[config.mk]
export PLATFORM = sky130hd
export DESIGN_NAME = reset_brownian_walk_stepper
export DESIGN_NICKNAME = d
export VERILOG_FILES = /design/src/rbws_pkg.sv /design/src/rbws_scale.sv /design/src/rbws_walk.sv /design/src/reset_brownian_walk_stepper.sv
export SDC_FILE = /design/constraint.sdc
export NUM_CORES = 2
export LEC_CHECK = 0
export BUFFER_PORTS_ARGS = -buffer_cell sky130_fd_sc_hd__clkbuf_2
export CORE_MARGIN = 2
export CORE_UTILIZATION = 60
export DETAILED_ROUTE_END_ITERATION = 12
export PLACE_DENSITY = 0.88
export SKIP_CTS_REPAIR_TIMING = 1
export SYNTH_ARGS = -nofsm -noshare
export SYNTH_HDL_FRONTEND = slang
export SYNTH_HIERARCHICAL = 1
export SYNTH_SLANG_ARGS = --single-unit
[constraint.sdc]
create_clock -name clk -period 28.6 [get_ports clk]
set_clock_uncertainty 0.1 [all_clocks]
set_input_delay 5.72 -clock clk [delete_from_list [all_inputs] [get_ports clk]]
set_output_delay 5.72 -clock clk [all_outputs]
set_load 0.005 [all_outputs]
[src/rbws_pkg.sv]
// shared constants, types and helper functions for the reset brownian walk stepper
// no dependencies; imported by every module of the block
package rbws_pkg;

  localparam int DIMS      = 2;
  localparam int LANES     = 4;
  localparam int NDIM      = (DIMS < LANES) ? DIMS : LANES;
  localparam int MAX_STEPS = 1048576;

  localparam int DRAW_W  = 16;
  localparam int NORM_W  = 16;
  localparam int THR_W   = 17;
  localparam int SDT_W   = 16;
  localparam int PROD_W  = NORM_W + SDT_W + 1;
  localparam int DISP_W  = PROD_W - 4;
  localparam int POS_W   = 48;
  localparam int CNT_W   = 21;

  localparam int CAP_INT = (MAX_STEPS < (2**CNT_W - 1)) ? MAX_STEPS : (2**CNT_W - 1);
  localparam logic [CNT_W-1:0] CNT_CAP = CNT_W'(CAP_INT);

  localparam int IN_DATA_W  = DRAW_W + LANES * NORM_W;
  localparam int OUT_RAW_W  = 2 * LANES * POS_W + 2 * CNT_W;
  localparam int OUT_DATA_W = ((OUT_RAW_W + 7) / 8) * 8;

  localparam int CFG_IDX_W  = 2;
  localparam int CFG_DATA_W = THR_W;

  localparam logic [SDT_W-1:0] SQRT_DT_RESET = SDT_W'(256);
  localparam logic [THR_W-1:0] THRESHOLD_RESET = '0;

  typedef enum logic [CFG_IDX_W-1:0] {
    REG_THRESHOLD = 2'd0,
    REG_SQRT_DT   = 2'd1
  } cfg_reg_t;

  // scaled step handed from the scale stage to the walk stage
  typedef struct packed {
    logic                         start;
    logic                         hit;
    logic [NDIM-1:0][DISP_W-1:0]  disp;
  } disp_t;

  // one result item
  typedef struct packed {
    logic [CNT_W-1:0]             longest;
    logic [CNT_W-1:0]             resets;
    logic                         hit;
    logic [LANES-1:0][POS_W-1:0]  pos;
    logic [LANES-1:0][POS_W-1:0]  step;
  } res_t;

  function automatic logic [POS_W-1:0] sat_wide(input logic [POS_W:0] v);
    logic [POS_W-1:0] r;
    if (v[POS_W] != v[POS_W-1]) begin
      r = v[POS_W] ? {1'b1, {(POS_W-1){1'b0}}} : {1'b0, {(POS_W-1){1'b1}}};
    end else begin
      r = v[POS_W-1:0];
    end
    return r;
  endfunction

  function automatic logic [CNT_W-1:0] inc_sat(input logic [CNT_W-1:0] c);
    logic [CNT_W-1:0] r;
    r = (c < CNT_CAP) ? c + CNT_W'(1) : CNT_CAP;
    return r;
  endfunction

endpackage

[src/rbws_scale.sv]
// input register, reset draw compare and gaussian scaling, with a registered output
// depends on rbws_pkg
module rbws_scale import rbws_pkg::*; (
  input  logic                          clk,
  input  logic                          rst,
  input  logic                          in_valid,
  output logic                          in_ready,
  input  logic                          start,
  input  logic [DRAW_W-1:0]             draw,
  input  logic [LANES-1:0][NORM_W-1:0]  normal,
  input  logic [THR_W-1:0]              threshold,
  input  logic [SDT_W-1:0]              sqrt_dt,
  output logic                          out_valid,
  input  logic                          out_ready,
  output disp_t                         out_item
);

  logic                          v1;
  logic                          start1;
  logic [DRAW_W-1:0]             draw1;
  logic [LANES-1:0][NORM_W-1:0]  norm1;
  logic                          en1;
  logic                          en2;
  disp_t                         item_next;

  assign en2      = !out_valid || out_ready;
  assign en1      = !v1 || en2;
  assign in_ready = en1;

  assign item_next.start = start1;
  assign item_next.hit   = {1'b0, draw1} < threshold;

  for (genvar k = 0; k < NDIM; k++) begin : g_lane
    logic signed [PROD_W-1:0] prod;
    assign prod = PROD_W'($signed(norm1[k])) * PROD_W'($signed({1'b0, sqrt_dt}));
    // arithmetic drop of four bits rounds toward minus infinity
    assign item_next.disp[k] = prod[PROD_W-1:4];
  end

  always_ff @(posedge clk) begin
    if (rst) begin
      v1        <= 1'b0;
      out_valid <= 1'b0;
    end else begin
      if (en1) v1 <= in_valid;
      if (en2) out_valid <= v1;
    end
  end

  always_ff @(posedge clk) begin
    if (en1 && in_valid) begin
      start1 <= start;
      draw1  <= draw;
      norm1  <= normal;
    end
    if (en2 && v1) begin
      out_item <= item_next;
    end
  end

  assert property (@(posedge clk) disable iff (rst) !in_ready |-> (v1 && out_valid))
    else $error("scale stage stalled with an empty stage");

endmodule

[src/rbws_walk.sv]
// walk state (position, reset count, runs) and the result register
// depends on rbws_pkg
module rbws_walk import rbws_pkg::*; (
  input  logic   clk,
  input  logic   rst,
  input  logic   in_valid,
  output logic   in_ready,
  input  disp_t  in_item,
  output logic   out_valid,
  input  logic   out_ready,
  output res_t   res
);

  logic [POS_W-1:0]  pos [NDIM];
  logic [POS_W-1:0]  pos_next [NDIM];
  logic [CNT_W-1:0]  reset_total;
  logic [CNT_W-1:0]  cur_run;
  logic [CNT_W-1:0]  best_run;
  logic [CNT_W-1:0]  reset_total_next;
  logic [CNT_W-1:0]  cur_run_next;
  logic [CNT_W-1:0]  best_run_next;
  logic              acc;
  res_t              res_next;

  assign in_ready = !out_valid || out_ready;
  assign acc      = in_valid && in_ready;

  for (genvar k = 0; k < LANES; k++) begin : g_lane
    if (k < NDIM) begin : g_used
      logic [POS_W-1:0] base;
      logic [POS_W-1:0] dx;
      logic [POS_W:0]   sum;
      assign base = in_item.start ? '0 : pos[k];
      assign dx   = {{(POS_W-DISP_W){in_item.disp[k][DISP_W-1]}}, in_item.disp[k]};
      // a reset step cancels the old position, otherwise it accumulates
      assign sum  = in_item.hit ? ({dx[POS_W-1], dx} - {base[POS_W-1], base})
                                : ({base[POS_W-1], base} + {dx[POS_W-1], dx});
      assign pos_next[k]      = in_item.hit ? dx : sat_wide(sum);
      assign res_next.step[k] = in_item.hit ? sat_wide(sum) : dx;
      assign res_next.pos[k]  = pos_next[k];
    end else begin : g_unused
      assign res_next.step[k] = '0;
      assign res_next.pos[k]  = '0;
    end
  end

  always_comb begin
    logic [CNT_W-1:0] rt_b;
    logic [CNT_W-1:0] cr_b;
    logic [CNT_W-1:0] br_b;
    rt_b = in_item.start ? '0 : reset_total;
    cr_b = in_item.start ? '0 : cur_run;
    br_b = in_item.start ? '0 : best_run;
    reset_total_next = in_item.hit ? inc_sat(rt_b) : rt_b;
    cur_run_next     = in_item.hit ? CNT_W'(1) : inc_sat(cr_b);
    best_run_next    = (cur_run_next > br_b) ? cur_run_next : br_b;
  end

  assign res_next.hit     = in_item.hit;
  assign res_next.resets  = reset_total_next;
  assign res_next.longest = best_run_next;

  always_ff @(posedge clk) begin
    if (rst) begin
      out_valid   <= 1'b0;
      reset_total <= '0;
      cur_run     <= '0;
      best_run    <= '0;
      for (int k = 0; k < NDIM; k++) pos[k] <= '0;
    end else begin
      if (acc) begin
        out_valid   <= 1'b1;
        reset_total <= reset_total_next;
        cur_run     <= cur_run_next;
        best_run    <= best_run_next;
        for (int k = 0; k < NDIM; k++) pos[k] <= pos_next[k];
      end else if (out_ready) begin
        out_valid <= 1'b0;
      end
    end
  end

  always_ff @(posedge clk) begin
    if (acc) res <= res_next;
  end

  assert property (@(posedge clk) disable iff (rst) best_run >= cur_run)
    else $error("longest run below current run");

  assert property (@(posedge clk) disable iff (rst) (acc && in_item.hit) |=> (cur_run == 1))
    else $error("reset step did not restart the run");

  assert property (@(posedge clk) disable iff (rst)
                   (reset_total <= CNT_CAP) && (cur_run <= CNT_CAP))
    else $error("counter beyond saturation cap");

endmodule

[src/reset_brownian_walk_stepper.sv]
// Brownian walk stepper with stochastic resetting. One walk step is taken per clock:
// s_axis transfers are accepted every cycle while the result side keeps up, and each
// step's result passes the input register, the multiply into a registered displacement,
// and the combinational position and counter update into the result register before it
// is presented on m_axis. The one-step-per-clock figure is set by that position
// update, a 49-bit add with saturation that closes on itself each
// cycle. Configuration writes are taken at any time (cfg_ready stays high) and must
// only be issued while no step is in flight.
// depends on rbws_pkg, rbws_scale, rbws_walk
module reset_brownian_walk_stepper import rbws_pkg::*; (
  input  logic                   clk,
  input  logic                   rst,
  input  logic                   s_axis_tvalid,
  output logic                   s_axis_tready,
  // uniform_draw, normal_0, normal_1, normal_2, normal_3
  input  logic [IN_DATA_W-1:0]   s_axis_tdata,
  // start_walk
  input  logic                   s_axis_tuser,
  output logic                   m_axis_tvalid,
  input  logic                   m_axis_tready,
  // step_0..step_3, pos_0..pos_3, resets_so_far, longest_run, zero pad
  output logic [OUT_DATA_W-1:0]  m_axis_tdata,
  // reset_hit
  output logic                   m_axis_tuser,
  input  logic                   cfg_valid,
  output logic                   cfg_ready,
  input  logic [CFG_IDX_W-1:0]   cfg_index,
  input  logic [CFG_DATA_W-1:0]  cfg_data
);

  logic [THR_W-1:0]              threshold;
  logic [SDT_W-1:0]              sqrt_dt;
  logic [LANES-1:0][NORM_W-1:0]  normal;
  logic                          mid_valid;
  logic                          mid_ready;
  disp_t                         mid_item;
  res_t                          res;

  assign cfg_ready = 1'b1;

  always_ff @(posedge clk) begin
    if (rst) begin
      threshold <= THRESHOLD_RESET;
      sqrt_dt   <= SQRT_DT_RESET;
    end else if (cfg_valid && cfg_ready) begin
      if (cfg_index == REG_THRESHOLD) threshold <= cfg_data[THR_W-1:0];
      if (cfg_index == REG_SQRT_DT)   sqrt_dt   <= cfg_data[SDT_W-1:0];
    end
  end

  for (genvar k = 0; k < LANES; k++) begin : g_unpack
    assign normal[k] = s_axis_tdata[DRAW_W + k*NORM_W +: NORM_W];
  end

  rbws_scale u_scale (
    .clk       (clk),
    .rst       (rst),
    .in_valid  (s_axis_tvalid),
    .in_ready  (s_axis_tready),
    .start     (s_axis_tuser),
    .draw      (s_axis_tdata[DRAW_W-1:0]),
    .normal    (normal),
    .threshold (threshold),
    .sqrt_dt   (sqrt_dt),
    .out_valid (mid_valid),
    .out_ready (mid_ready),
    .out_item  (mid_item)
  );

  rbws_walk u_walk (
    .clk       (clk),
    .rst       (rst),
    .in_valid  (mid_valid),
    .in_ready  (mid_ready),
    .in_item   (mid_item),
    .out_valid (m_axis_tvalid),
    .out_ready (m_axis_tready),
    .res       (res)
  );

  assign m_axis_tdata = {{(OUT_DATA_W-OUT_RAW_W){1'b0}}, res.longest, res.resets,
                         res.pos, res.step};
  assign m_axis_tuser = res.hit;

  assert property (@(posedge clk) disable iff (rst) !s_axis_tready |-> m_axis_tvalid)
    else $error("input stalled while the result register is empty");

endmodule
---- After elaboration in Yosys (flattened, before gate mapping) ----
Memories as Yosys holds them, arrays and structs flattened.
Cells that the tools add are included.
Widths: inputs -> output; s select.
word-level totals
  word-level logic and storage cells ...... 83
  latch bits .............................. 0
  memories kept ........................... 1
  flip-flop bits (word level) ............. 443
  bits of input ports ..................... 105
  memory bits (read-only) ................. 0
  memory bits (writable) .................. 96
  output and inout bits ................... 436
cells by class
  $lt $le $gt $ge ......................... 4
  reductions and logical operators ........ 13
  div/mod/pow operators ................... 0
  add/sub/neg operators ................... 6
  equal/unequal tests ..................... 3
  multiplexer cells ....................... 29
  bitwise logic cells ..................... 2
  multiply operators ...................... 2
  shifts and indexed selects .............. 0
memories
  name        words  bits a word  read ports  clocked after Yosys merged registers in  write ports  RTL line         RTL
  u_walk.pos  2      48           2           0                                        2            rbws_walk.sv:14  logic [POS_W-1:0] pos [NDIM];
operator list
  cell                   number
  $mux 48                12
  $mux 21                8
  $add 48x29->49         2
  $mux 49                2
  $sub 29x48->49         2
  $mul 16x17->33         2
  $add 21x1->21 const B  2
  $lt 21x21->1 const B   2
  $gt 21x21->1           1
  $lt 16x17->1           1
  $mux 1                 7
  $reduce_and 2->1       2
  $logic_and 1x1->1      3
  $logic_not 1->1        3
  $logic_or 1x1->1       3
  $eq 2x1->1 const B     1
  $logic_not 2->1        1
  $ne 1x1->1             2
  $or 1x1->1             2
  $reduce_bool 2->1      1

---- Depth between registers and ports, before layout ----
An unclocked memory read counts as a cell.
  depth in word-level cells ............... 8
  gate-level depth with buffers ........... 28
  mapped depth without buffers ............ 21

---- Hierarchy ----
Netlist, hierarchy kept.
modules (own cells, without submodules)
  module                       area an instance (um2)  sequential area each (um2)  cells each  instances
  rbws_walk                    28080.7                 11220.8                     3171        1
  rbws_scale                   21426.8                 3313.2                      2236        1
  reset_brownian_walk_stepper  1457.6                  660.6                       139         1

---- Least setup slack after synthesis ----
No wires, ideal clock.
  kind .................................... input to register
  start ................................... input m_axis_tready
  end ..................................... register u_walk.cur_run[0]
  data required time ...................... 28029 ps
  slack ................................... 15235 ps
  path buffers ............................ 1
  arrival time ............................ 12793 ps
  stages .................................. 5
  setup time .............................. 471 ps
  cells stage by stage .................... nand2b_1 nand2_1 inv_1 buf_1 a211oi_1
between the ends
  cells in the longest elaborated chain, start to end .. 2
ends and longest elaborated chain
  item                    RTL line                           RTL
  start: declaration      reset_brownian_walk_stepper.sv:20  input logic m_axis_tready,
  $logic_or 1x1->1        rbws_walk.sv:25                    assign in_ready = !out_valid || out_ready;
  $logic_and 1x1->1       rbws_walk.sv:26                    assign acc = in_valid && in_ready;
  via u_walk.acc          rbws_walk.sv:22                    logic acc;
  end signal: assignment  rbws_walk.sv:74                    cur_run <= cur_run_next;
  end: declaration        rbws_walk.sv:17                    logic [CNT_W-1:0] cur_run;
The timed path passes the listed nets, and every way through them passes these cells.
A chain may end at the register's enable or synchronous reset.

---- Final worst setup path ----
  start ................................... input m_axis_tready
  end ..................................... output s_axis_tready
between the ends
  cells in the longest elaborated chain, start to end .. 3
ends and longest elaborated chain
  item              RTL line                           RTL
  $logic_or 1x1->1  rbws_walk.sv:25
  via mid_ready     reset_brownian_walk_stepper.sv:35  logic mid_ready;
  $logic_or 1x1->1  rbws_scale.sv:26                   assign en2 = !out_valid || out_ready;
  $logic_or 1x1->1  rbws_scale.sv:27                   assign en1 = !v1 || en2;
  end: declaration  reset_brownian_walk_stepper.sv:14  output logic s_axis_tready,
The timed path passes the listed nets, and every way through them passes these cells.

==> out/qor.csv <==
stage,metric,value,unit
placement,HPWL Detailed,100.1,mm
synth,cell count after synthesis,5546,
job,MaxCap Viol Count,0,
route,vias,41514,
synth,post-synth top area cell,edfxtp_1,
sta,Final period util,0.4348,
power,Peak supply drop,49.69,uV
power,Leak Pwr,23.97,nW
floorplanning,Initial Util,0.6080,
clocking,clock transition at the registers of the reported paths,0.06,ns
global_route,GRT Util Overall,0.3060,
route,initial DRC count,4421,
synth,yosys warns,6,
sta,"Hold Vio Cnt, Final",0,
worst_setup_path,CP arrival,6.61,ns
floorplanning,core area,83820,um^2
power,Psw,0.001269,W
placement,global placement routability congestion,0.9990,
final_layout,ANT cells,0,
synth,distinct cell type count after synthesis,101,
hold_path,hold_sp,u_walk/cur_run[2],
sta,max-slew violations,0,
route,Post-DRT Antenna Nets,0,
route,total wire length,136.0,mm
power,power share of the clock group,0.252,
power,Pwr per Cell Area,58.06,nW/um^2
worst_setup_path,Setup crit start,m_axis_tready,
sta,Least-Margin Pin Slew,1.391,ns
synth,Mapped Area,50970,um^2
global_route,grt peak-use layer,met2,
clocking,clk sinks,539,
clocking,CTS tree,yes,
placement,dpl cell area,52460,um^2
worst_setup_path,Critical Path RT,22.78,ns
final_layout,final instance area,54500,um^2
clocking,htree depth,2,
synth,share of the synthesized area in the top cell type,0.2592,
sta,Worst slew margin,0.07272,
floorplanning,io pins,541,
worst_setup_path,CP max FO,4,
worst_setup_path,WS Path Type,in2out,
clocking,clk root buf,clkbuf_16,
route,DR vias/cell,6.056,
synth,Async SR Flop Fraction,0,
global_route,met1 Use GR,0.4095,
clocking,CTS buffer count,58,
global_route,largest net degree at the start of global routing,142,
final_layout,Nets,6541,
global_route,Global Route met2 Usage,0.4926,
clocking,Max Buffers Root-to-Sink,3,
power,PnR Total Power,0.003165,W
synth,Synth Area per Inst,9.190,um^2
synth,Synth Flop Type,edfxtp_1,
worst_setup_path,reg2reg start,u_scale/out_item[59],
global_route,grt met3 use,0.05413,
synth,Synth area leaders,"edfxtp_1, fa_1, ha_1, nand2_1, inv_1",
worst_setup_path,"reg-to-reg slack, setup",19.88,ns
floorplanning,Placement Rows,106,
synth,number of synthesized register bits,539,
route,routed len/inst,19.84,um
power,sequential share of power,0.324,
global_route,first-pass GRT wire length,212.9,mm
final_layout,Fill cells,6567,
synth,Post-synth EDFFs,440,
sta,fmax,0.08042,GHz
hold_path,path type of the worst min-delay path,reg2reg,
clocking,worst skew pair latency,0.67,ns
sta,unrepaired setup endpoints after global routing,no,
final_layout,synthesis-to-layout area growth,6.945,%
global_route,vias in the first global route,40255,
worst_setup_path,Worst setup SP type,primary input,
route,DRC Markers,0,
floorplanning,Die ar.,87290,um^2
sta,setup TNS,0,ns
worst_setup_path,CP endpoint kind,output port,
sta,hold_ws,0.3600,ns
power,Sw Ratio,0.4010,
global_route,remaining global-route overflow,0,
final_layout,share of cells above drive strength 1,0.1009,
global_route,initial antenna violation count,0,
power,combinational power share,0.424,
power,Internal,0.001895,W
sta,Final min period,12.43,ns
status,status,"finished, final reports clean",
floorplanning,DIE WIDTH,295.4,um
hold_path,WHS Path Cells,2,
synth,sequential share of the synthesized area,0.2981,
floorplanning,Die H,295.4,um
worst_setup_path,Worst Reg-to-Reg Cells,22,
placement,Buffers on Ports,309,
route,Initial DRT Pass Iterations,9,
sta,Final Setup Violations,0,
==> cells in the mapped netlist, types with 37 or more instances <==
cell type and count:
nand2_1 627, inv_1 587, edfxtp_1 440, fa_1 390, ha_1 374, a21oi_1 367, nor2_1 314, o21ai_0 285
clkbuf_1 255, and2_1 249, buf_4 200, xnor2_1 132, dfxtp_1 99, a21o_1 96, nand2b_1 82, xor2_1 77
nand3_1 73, nor2b_1 67, nor3_1 60, nand4_1 54, mux2i_1 45, a31oi_1 40, and3_1 37
==> sequential cells by signal, summed over array words and instances (netlist names) <==
name / flops
u_walk/res: 235
u_scale/v1: 1
u_walk/cur_run: 21
u_walk/pos: 96
u_walk/best_run: 21
sqrt_dt: 16
threshold: 17
u_scale/norm1: 32
u_walk/reset_total: 21
u_scale/out_item: 60
u_walk/out_valid: 1
u_scale/draw1: 16
u_scale/out_valid: 1
u_scale/start1: 1
==> layout make-up <==
class | count | area [um^2] | area share
inverter | 590 | 2228 | 0.04088
tap | 1134 | 1419 | 0.02603
clock inverter | 36 | 412.9 | 0.007575
timing repair buffer | 358 | 1914 | 0.03512
multi-input combinational | 4125 | 31700 | 0.5817
clock buffer | 73 | 1632 | 0.02993
sequential | 539 | 15190 | 0.2788
==> worst paths after layout <==
kind | endpoint
worst max-delay path | s_axis_tready
worst min-delay path | u_walk/cur_run[2]
worst max register to register | u_walk/pos[0][59]
worst min register to register | u_walk/cur_run[2]
==> cell families after synthesis <==
kind of cell	count (synthesis)	synth area share
adders and majority gates	779	0.2480
xor gates and xnor gates	212	0.03687
DFF	539	0.2981
AOI/OAI and AO/OA	1188	0.1473
and+or+nand+nor	1668	0.1580
buffers and inverters	1078	0.09516
other	3	0.0002209
muxes	79	0.01635
==> per-layer routing <==
| metal | routed length [um] | vias up | part of all wire |
|---|---|---|---|
| met2 | 63140 | 2342 | 0.46 |
| li1 | - | 18726 | - |
| met5 | 0 | - | 0 |
| met1 | 53620 | 20038 | 0.39 |
| met4 | 5739 | 0 | 0.042 |
| met3 | 13510 | 408 | 0.099 |
==> power groups by stage <==
| stage | clock, W | combinational [W] | sequential [W] |
|---|---|---|---|
| after floorplan | 0 | 0.000977 | 0.00101 |
| after global placement | 0 | 0.00126 | 0.00104 |
| after detailed placement | 0 | 0.00130 | 0.00104 |
| after CTS | 0.000810 | 0.00131 | 0.00102 |
| after global routing | 0.000839 | 0.00147 | 0.00103 |
| final | 0.000798 | 0.00134 | 0.00103 |
==> layout by cell type (no fill, tap or decap), types with 96 or more instances in the layout <==
cell      instances
and2_1          248
dfxtp_1          99
a21oi_1         367
inv_1           584
conb_1          199
ha_1            374
o21ai_0         285
xnor2_1         132
fa_1            390
a21o_1           96
clkbuf_2        308
nand2_1         626
edfxtp_1        440
nor2_1          312
==> metrics by stage <==
step,worst slack [ns],std cells,utilization
after floorplan,15.24,5742,-
after global placement,16.27,6746,0.6259
after detailed placement,16.21,6746,0.6259
after CTS,16.17,6855,0.6503
after global routing,16.06,6855,0.6503
final,16.17,6855,0.6503
==> critical path, stage by stage <==
cell      delay [ns]
clkbuf_2        0.07
nand2b_1        0.19
nor2b_1         0.38
nand2_1         0.12
clkbuf_2        0.13
Note: power is estimated with default switching activity, not from simulation.
